$ cat config.mk
export PLATFORM = sky130hd
export DESIGN_NAME = mlp_two_layer_relu_inference_top
export DESIGN_NICKNAME = d
export VERILOG_FILES = /design/src/hw/rtl/mlp2_pkg.sv /design/src/hw/rtl/mlp2_mul.sv /design/src/hw/rtl/mlp_two_layer_relu_inference_top.v.sv
export SDC_FILE = /design/constraint.sdc
export NUM_CORES = 2
export LEC_CHECK = 0
export ABC_AREA = 1
export BUFFER_PORTS_ARGS = -buffer_cell sky130_fd_sc_hd__buf_4
export CORE_ASPECT_RATIO = 1.5
export CORE_MARGIN = 5
export CORE_UTILIZATION = 40
export CTS_BUF_LIST = sky130_fd_sc_hd__clkbuf_8 sky130_fd_sc_hd__clkbuf_16
export DETAILED_ROUTE_END_ITERATION = 10
export GPL_TIMING_DRIVEN = 0
export SYNTH_ARGS = -nofsm -noshare
export SYNTH_HDL_FRONTEND = slang
export SYNTH_SLANG_ARGS = --single-unit
$ cat constraint.sdc
create_clock -name clk -period 9.7 [get_ports clk]
set_input_delay 0 -clock clk [delete_from_list [all_inputs] [get_ports clk]]
set_output_delay 0 -clock clk [all_outputs]
set_load 0.005 [all_outputs]
$ cat src/hw/rtl/mlp2_pkg.sv
// Shared constants for the two-layer ReLU inference block.
// No dependencies.
package mlp2_pkg;

  localparam int HIDDEN_DEF = 5;
  localparam int MUL_W      = 33;
  localparam int PROD_W     = 2 * MUL_W;
  localparam int LOSS_W     = 48;

  localparam logic [14:0]       ACT_MAX  = 15'h7fff;
  localparam logic [LOSS_W-1:0] LOSS_MAX = {LOSS_W{1'b1}};

  typedef enum logic {
    CMD_LOAD = 1'b0,
    CMD_EVAL = 1'b1
  } mlp_cmd_t;

endpackage

$ cat src/hw/rtl/mlp2_mul.sv
// Shared signed multiplier with registered product.
// Depends on mlp2_pkg.
module mlp2_mul
  import mlp2_pkg::*;
(
  input  logic                     clk,
  input  logic                     en,
  input  logic signed [MUL_W-1:0]  a,
  input  logic signed [MUL_W-1:0]  b,
  output logic signed [PROD_W-1:0] p
);

  logic signed [PROD_W-1:0] p_r;

  always_ff @(posedge clk) begin
    if (en) begin
      p_r <= a * b;
    end
  end

  assign p = p_r;

endmodule

$ cat src/hw/rtl/mlp_two_layer_relu_inference_top.v.sv
// Two-layer ReLU network inference with weight store and batch loss.
// Depends on mlp2_pkg and mlp2_mul.
// Load request: taken while idle and written to the weight store, no result.
// Evaluate request: the single shared multiplier visits every weight and then
// squares the error for the loss.
// A new request waits for idle; in_stall stays high until the result is presented.
// Reset clears the sequencer, the output valid and the loss accumulator.
module mlp_two_layer_relu_inference_top
  import mlp2_pkg::*;
#(
  parameter int HIDDEN = HIDDEN_DEF
) (
  input  logic                     clk,
  input  logic                     rst_n,
  input  logic                     in_valid,
  output logic                     in_stall,
  input  logic                     in_command,
  input  logic [5:0]               in_weight_index,
  input  logic signed [15:0]       in_weight_value,
  input  logic signed [15:0]       in_feature_zero,
  input  logic signed [15:0]       in_feature_one,
  input  logic signed [15:0]       in_target,
  input  logic                     in_last_in_batch,
  output logic                     out_valid,
  input  logic                     out_stall,
  output logic signed [31:0]       out_prediction,
  output logic [LOSS_W-1:0]        out_batch_loss,
  output logic                     out_loss_valid
);

  localparam int NUM_W = HIDDEN * 3;
  localparam int AW    = $clog2(NUM_W);
  localparam int UW    = (HIDDEN > 1) ? $clog2(HIDDEN) : 1;
  localparam int ACC_W = 32 + UW;

  localparam logic [1:0] SLOT_X0  = 2'd0;
  localparam logic [1:0] SLOT_X1  = 2'd1;
  localparam logic [1:0] SLOT_OUT = 2'd2;

  typedef enum logic [6:0] {
    S_IDLE = 7'b0000001,
    S_READ = 7'b0000010,
    S_MUL  = 7'b0000100,
    S_ACC  = 7'b0001000,
    S_SAT  = 7'b0010000,
    S_ERR  = 7'b0100000,
    S_LOSS = 7'b1000000
  } state_t;

  state_t state_r, state_nxt;

  logic [15:0] mem [NUM_W];
  logic [15:0] rdata_r;

  logic signed [15:0]       x0_r, x0_nxt, x1_r, x1_nxt, tgt_r, tgt_nxt;
  logic                     last_r, last_nxt;
  logic [AW-1:0]            waddr_r, waddr_nxt;
  logic [UW-1:0]            unit_r, unit_nxt;
  logic [1:0]               slot_r, slot_nxt;
  logic signed [32:0]       s_r, s_nxt;
  logic signed [ACC_W-1:0]  acc_r, acc_nxt;
  logic signed [31:0]       pred_r, pred_nxt;
  logic [LOSS_W-1:0]        loss_r, loss_nxt;
  logic                     out_valid_r, out_valid_nxt;
  logic signed [31:0]       out_pred_r, out_pred_nxt;
  logic [LOSS_W-1:0]        out_loss_r, out_loss_nxt;
  logic                     out_lv_r, out_lv_nxt;

  logic                     in_take, we, re, last_weight, advance;
  logic signed [MUL_W-1:0]  mul_a, mul_b;
  logic                     mul_en;
  logic signed [PROD_W-1:0] prod;
  logic [14:0]              act;
  logic signed [33:0]       diff;
  logic [33:0]              mag;
  logic                     big;
  logic [LOSS_W-1:0]        sq;
  logic [LOSS_W:0]          lsum;

  assign in_stall    = (state_r != S_IDLE);
  assign in_take     = in_valid && !in_stall;
  assign we          = in_take && (in_command == CMD_LOAD) &&
                       (in_weight_index < 6'(NUM_W));
  assign last_weight = (unit_r == UW'(HIDDEN - 1)) && (slot_r == SLOT_OUT);
  assign re          = (state_r == S_READ) || ((state_r == S_ACC) && !last_weight);
  assign advance     = !(out_valid_r && out_stall);

  always_ff @(posedge clk) begin
    if (we) begin
      mem[in_weight_index[AW-1:0]] <= in_weight_value;
    end
    if (re) begin
      rdata_r <= mem[waddr_r];
    end
  end

  // ReLU with rescale to Q8.8 and saturation
  always_comb begin
    act = 15'd0;
    if (!s_r[32] && (|s_r[31:0])) begin
      act = (|s_r[31:23]) ? ACT_MAX : s_r[22:8];
    end
  end

  assign diff = {{2{pred_r[31]}}, pred_r} - {{10{tgt_r[15]}}, tgt_r, 8'd0};
  assign mag  = diff[33] ? (34'd0 - diff) : diff;
  assign big  = |mag[33:32];
  assign sq   = big ? LOSS_MAX : prod[63:16];
  assign lsum = {1'b0, loss_r} + {1'b0, sq};

  always_comb begin
    mul_en = 1'b0;
    mul_a  = {{(MUL_W-16){x0_r[15]}}, x0_r};
    mul_b  = {{(MUL_W-16){rdata_r[15]}}, rdata_r};
    if (state_r == S_MUL) begin
      mul_en = 1'b1;
      case (slot_r)
        SLOT_X0:  mul_a = {{(MUL_W-16){x0_r[15]}}, x0_r};
        SLOT_X1:  mul_a = {{(MUL_W-16){x1_r[15]}}, x1_r};
        default:  mul_a = {{(MUL_W-15){1'b0}}, act};
      endcase
    end else if (state_r == S_ERR) begin
      mul_en = 1'b1;
      mul_a  = {1'b0, mag[31:0]};
      mul_b  = {1'b0, mag[31:0]};
    end
  end

  mlp2_mul u_mul (
    .clk (clk),
    .en  (mul_en),
    .a   (mul_a),
    .b   (mul_b),
    .p   (prod)
  );

  always_comb begin
    state_nxt     = state_r;
    x0_nxt        = x0_r;
    x1_nxt        = x1_r;
    tgt_nxt       = tgt_r;
    last_nxt      = last_r;
    waddr_nxt     = waddr_r;
    unit_nxt      = unit_r;
    slot_nxt      = slot_r;
    s_nxt         = s_r;
    acc_nxt       = acc_r;
    pred_nxt      = pred_r;
    loss_nxt      = loss_r;
    out_valid_nxt = out_valid_r && out_stall;
    out_pred_nxt  = out_pred_r;
    out_loss_nxt  = out_loss_r;
    out_lv_nxt    = out_lv_r;
    if (re) begin
      waddr_nxt = waddr_r + 1'b1;
    end
    case (state_r)
      S_IDLE: begin
        if (in_take && (in_command == CMD_EVAL)) begin
          x0_nxt    = in_feature_zero;
          x1_nxt    = in_feature_one;
          tgt_nxt   = in_target;
          last_nxt  = in_last_in_batch;
          waddr_nxt = '0;
          unit_nxt  = '0;
          slot_nxt  = SLOT_X0;
          acc_nxt   = '0;
          state_nxt = S_READ;
        end
      end
      S_READ: state_nxt = S_MUL;
      S_MUL:  state_nxt = S_ACC;
      S_ACC: begin
        case (slot_r)
          SLOT_X0: begin
            s_nxt    = prod[32:0];
            slot_nxt = SLOT_X1;
          end
          SLOT_X1: begin
            s_nxt    = s_r + prod[32:0];
            slot_nxt = SLOT_OUT;
          end
          default: begin
            acc_nxt  = acc_r + prod[ACC_W-1:0];
            slot_nxt = SLOT_X0;
            unit_nxt = unit_r + 1'b1;
          end
        endcase
        state_nxt = last_weight ? S_SAT : S_MUL;
      end
      S_SAT: begin
        if ((&acc_r[ACC_W-1:31]) || !(|acc_r[ACC_W-1:31])) begin
          pred_nxt = acc_r[31:0];
        end else begin
          pred_nxt = acc_r[ACC_W-1] ? 32'sh80000000 : 32'sh7fffffff;
        end
        state_nxt = S_ERR;
      end
      S_ERR: state_nxt = S_LOSS;
      S_LOSS: begin
        if (advance) begin
          out_valid_nxt = 1'b1;
          out_pred_nxt  = pred_r;
          out_lv_nxt    = last_r;
          out_loss_nxt  = '0;
          if (last_r) begin
            out_loss_nxt = lsum[LOSS_W] ? LOSS_MAX : lsum[LOSS_W-1:0];
            loss_nxt     = '0;
          end else begin
            loss_nxt     = lsum[LOSS_W] ? LOSS_MAX : lsum[LOSS_W-1:0];
          end
          state_nxt = S_IDLE;
        end
      end
      default: state_nxt = S_IDLE;
    endcase
  end

  always_ff @(posedge clk) begin
    if (!rst_n) begin
      state_r     <= S_IDLE;
      loss_r      <= '0;
      out_valid_r <= 1'b0;
    end else begin
      state_r     <= state_nxt;
      loss_r      <= loss_nxt;
      out_valid_r <= out_valid_nxt;
    end
  end

  always_ff @(posedge clk) begin
    x0_r       <= x0_nxt;
    x1_r       <= x1_nxt;
    tgt_r      <= tgt_nxt;
    last_r     <= last_nxt;
    waddr_r    <= waddr_nxt;
    unit_r     <= unit_nxt;
    slot_r     <= slot_nxt;
    s_r        <= s_nxt;
    acc_r      <= acc_nxt;
    pred_r     <= pred_nxt;
    out_pred_r <= out_pred_nxt;
    out_loss_r <= out_loss_nxt;
    out_lv_r   <= out_lv_nxt;
  end

  assign out_valid      = out_valid_r;
  assign out_prediction = out_pred_r;
  assign out_batch_loss = out_loss_r;
  assign out_loss_valid = out_lv_r;

  a_eval_start: assert property (@(posedge clk) disable iff (!rst_n)
    (in_take && (in_command == CMD_EVAL)) |=>
      (state_r == S_READ) && (unit_r == '0) && (slot_r == SLOT_X0))
    else $error("evaluate request did not start the sequencer");

  a_mul_acc: assert property (@(posedge clk) disable iff (!rst_n)
    (state_r == S_MUL) |=> (state_r == S_ACC))
    else $error("multiply not followed by accumulate");

  a_no_overwrite: assert property (@(posedge clk) disable iff (!rst_n)
    ((state_r == S_LOSS) && out_valid_r && out_stall) |=>
      (state_r == S_LOSS) && $stable(out_pred_r))
    else $error("pending result overwritten");

  a_result_out: assert property (@(posedge clk) disable iff (!rst_n)
    ((state_r == S_LOSS) && advance) |=> out_valid_r && (state_r == S_IDLE))
    else $error("finished result not presented");

  a_loss_clear: assert property (@(posedge clk) disable iff (!rst_n)
    ((state_r == S_LOSS) && advance && last_r) |=> (loss_r == '0))
    else $error("loss accumulator not cleared at end of batch");

endmodule

==> run_results.csv <==
group,metric,value,unit
routing,ant_nets,0,
floorplan,rows,188,
setup_path,critPathMaxStageDelay,0.60,ns
job,cap_violations,0,
clocking,cts_tree,"built",
routing,totalWireLength,297000,µm
timing,finalSetupViolCount,17,
cells_and_area,final_cell_mix,"1600 x nand2_1, 1556 x inv_1, 1065 x fa_1, 555 x edfxtp_1, 552 x nor2_1",
synth,synth_async_sr_flop_share,0,
cells_and_area,nets,10100,
timing,max_freq,99.8,MHz
global_routing,grt_use_total,0.316,
run_status,status,"finished, violations left",
routing,drc,0,
synth,syn-instance-count,7964,
routing,dr.pass1.iters,6,
routing,wl_per_cell,27.3,µm
timing,slew_headroom,0.258,
setup_path,critPathMostFrequentCell,"fa_2",
timing,skew,0.0379,ns
global_routing,grt_max_degree,36,
cells_and_area,fill_cells,16600,
routing,via_count,59200,
setup_path,slowest_stage,"fa_2",
placed_design,dp.final_hpwl,241000,µm
synth,yosys_warnings,0,
setup_path,regToRegSetupSlack,-0.32,ns
cells_and_area,fin_util,0.484,
synth,seq_area_frac_synth,0.253,
timing,layout_setup_ws,-0.325,ns
setup_path,crit_required,10.14,ns
floorplan,core,0.175,mm²
clocking,clock-sinks,615,
placed_design,place_congestion,1.01,
floorplan,die_x,353,µm
clocking,cts_buffer_depth,3,
setup_path,startpoint_type,"flip-flop",
synth,syn-cell-area,0.0706,mm²
routing,drt_iter0_drc,4857,
placed_design,numPortBuffers,158,
synth,ys_seq_elements,615,
cells_and_area,syn2layout_area_growth,20.1,%
setup_path,crit_arrival,10.46,ns
cells_and_area,drive_above_1_share,0.159,
floorplan,start_util,0.403,
global_routing,grt_pass1_wl,424000,µm
clocking,htreeDepth,3,
synth,synth_cell_types,59,
timing,hold_viol,0,
floorplan,die-height,524,µm
clocking,clock_latency,0.71,ns
floorplan,pin_count,159,
setup_path,end_kind,"flip-flop",
setup_path,critPathKind,"flip-flop to flip-flop",
timing,min_period_over_period,1.03,
clocking,numCtsBuffers,70,
synth,synth_flop_cell,"edfxtp_1",
synth,synth_edf_count,555,
synth,syn_nets,9523,
run_status,violations,"setup timing",
cells_and_area,final_common_cell,"nand2_1",
floorplan,dieArea,0.185,mm²
routing,viasPerCell,5.44,
min_path,hold_path_class,"input port to flip-flop",
clocking,clk_pin_slew,0.06,ns
global_routing,overflow,0,
global_routing,grt_pass1_vias,62400,
timing,slew_viol_final,0,
synth,synth_area_per_cell,8.86,µm²
timing,rsz0062_at_grt,"true",
timing,period_needed,10.02,ns
setup_path,cp_max_fo,10,
clocking,root_buffer,"clkbuf_16",
timing,tightest_slew,1.10,ns
global_routing,antenna_found_initial,13,
==> worst paths after layout <==
path / to / start / cells after the start
setup / recovery: u_mul.p[60] / pred_r[8] / 45
hold / removal: x0_r[2] / in_feature_zero[2] / 2
setup reg to reg: u_mul.p[60] / pred_r[8] / 45
hold reg to reg: out_loss_valid / last_r / 0
==> critical path, delay by kind of cell, from the launching register on <==
family / cells / cell delay (ns)
AO/OA/AOI/OAI: 2 / 0.28
XOR/XNOR: 1 / 0.17
adder cells (fa/ha/maj): 11 / 5.08
buffers and inverters: 11 / 1.16
flip-flops: 1 / 0.46
AND/OR/NAND/NOR: 20 / 2.53
==> cells by family after synthesis <==
kind of cell / count (synthesis) / synth area share
fa+ha+maj: 1483 / 0.383
flops: 615 / 0.253
buf+inv: 1917 / 0.106
simple gates: 2741 / 0.157
xor+xnor: 112 / 0.0139
compound gates: 1096 / 0.0870
==> through the flow <==
stage,worst slack (ns),instance area [µm²],hold WS (ns),instances,TNS (ns)
6_report,-0.325,84800,0.0431,10900,-2.16
5_1_grt,-0.510,84800,0.0277,10900,-6.72
4_1_cts,-0.296,82100,0.00457,10800,-2.68
3_5_place_dp,-3.18,75100,0.179,10400,-94.39
3_3_place_gp,-3.56,74600,0.179,10400,-113.33
2_1_floorplan,0.543,70600,0.0842,7964,0
==> repair_timing <==
action,4_1_cts,5_1_grt
setup buffers,146,98
pin swaps,93,142
endpoints found under the hold margin,409,0
endpoints found under the setup margin,51,43
hold buffers,82,0
cloned,1,3
gates resized for setup,705,489
==> cells in the mapped netlist (42+ instances only) <==
library cell | count | area [µm²]
o221ai_1 | 42 | 368
xor2_1 | 65 | 569
o21ai_0 | 349 | 1750
a31oi_1 | 45 | 282
clkbuf_1 | 118 | 443
buf_2 | 126 | 631
inv_1 | 1603 | 6020
fa_1 | 1129 | 22600
ha_1 | 354 | 4430
nand2_1 | 1702 | 6390
edfxtp_1 | 555 | 16700
nand3_1 | 207 | 1040
nor2_1 | 627 | 2350
a21oi_1 | 479 | 2400
dfxtp_1 | 60 | 1200
xnor2_1 | 47 | 412
==> state kept, by name (all words and copies together), names as in the netlist <==
register	flops
out_valid	1
u_mul.p	64
unit_r	3
acc_r	35
x0_r	16
waddr_r	4
slot_r	2
loss_r	48
pred_r	32
state_r	7
out_loss_valid	1
tgt_r	16
last_r	1
rdata_r	16
x1_r	16
out_prediction	32
out_batch_loss	48
mem	240
s_r	33
==> routing by layer <==
layer  global-route usage  share of wire  routed length, µm  vias up
met4                0.231          0.098              29000        6
li1                     -              -                  -    26000
met3               0.0452          0.066              19700      914
met2                0.551           0.49             144000     2604
met5                    0        0.00014                 43        -
met1                0.353           0.35             104000    29700
==> cell type report <==
| type | count | area, µm² | share of cell area |
|---|---|---|---|
| multi-input combinational | 5433 | 48400 | 0.571 |
| sequential | 615 | 17900 | 0.211 |
| inverter | 1639 | 6320 | 0.0746 |
| timing repair buffer | 508 | 4620 | 0.0545 |
| tap | 2280 | 2850 | 0.0336 |
| buffer | 276 | 2390 | 0.0282 |
| clock buffer | 73 | 1790 | 0.0211 |
| clock inverter | 56 | 541 | 0.00637 |
| antenna | 4 | 10.0 | 0.000118 |
| timing repair inverter | 1 | 6.26 | 0.0000738 |
Power is not shown: default switching activity piles up to over one toggle a cycle in this logic, so the estimate is an artifact.
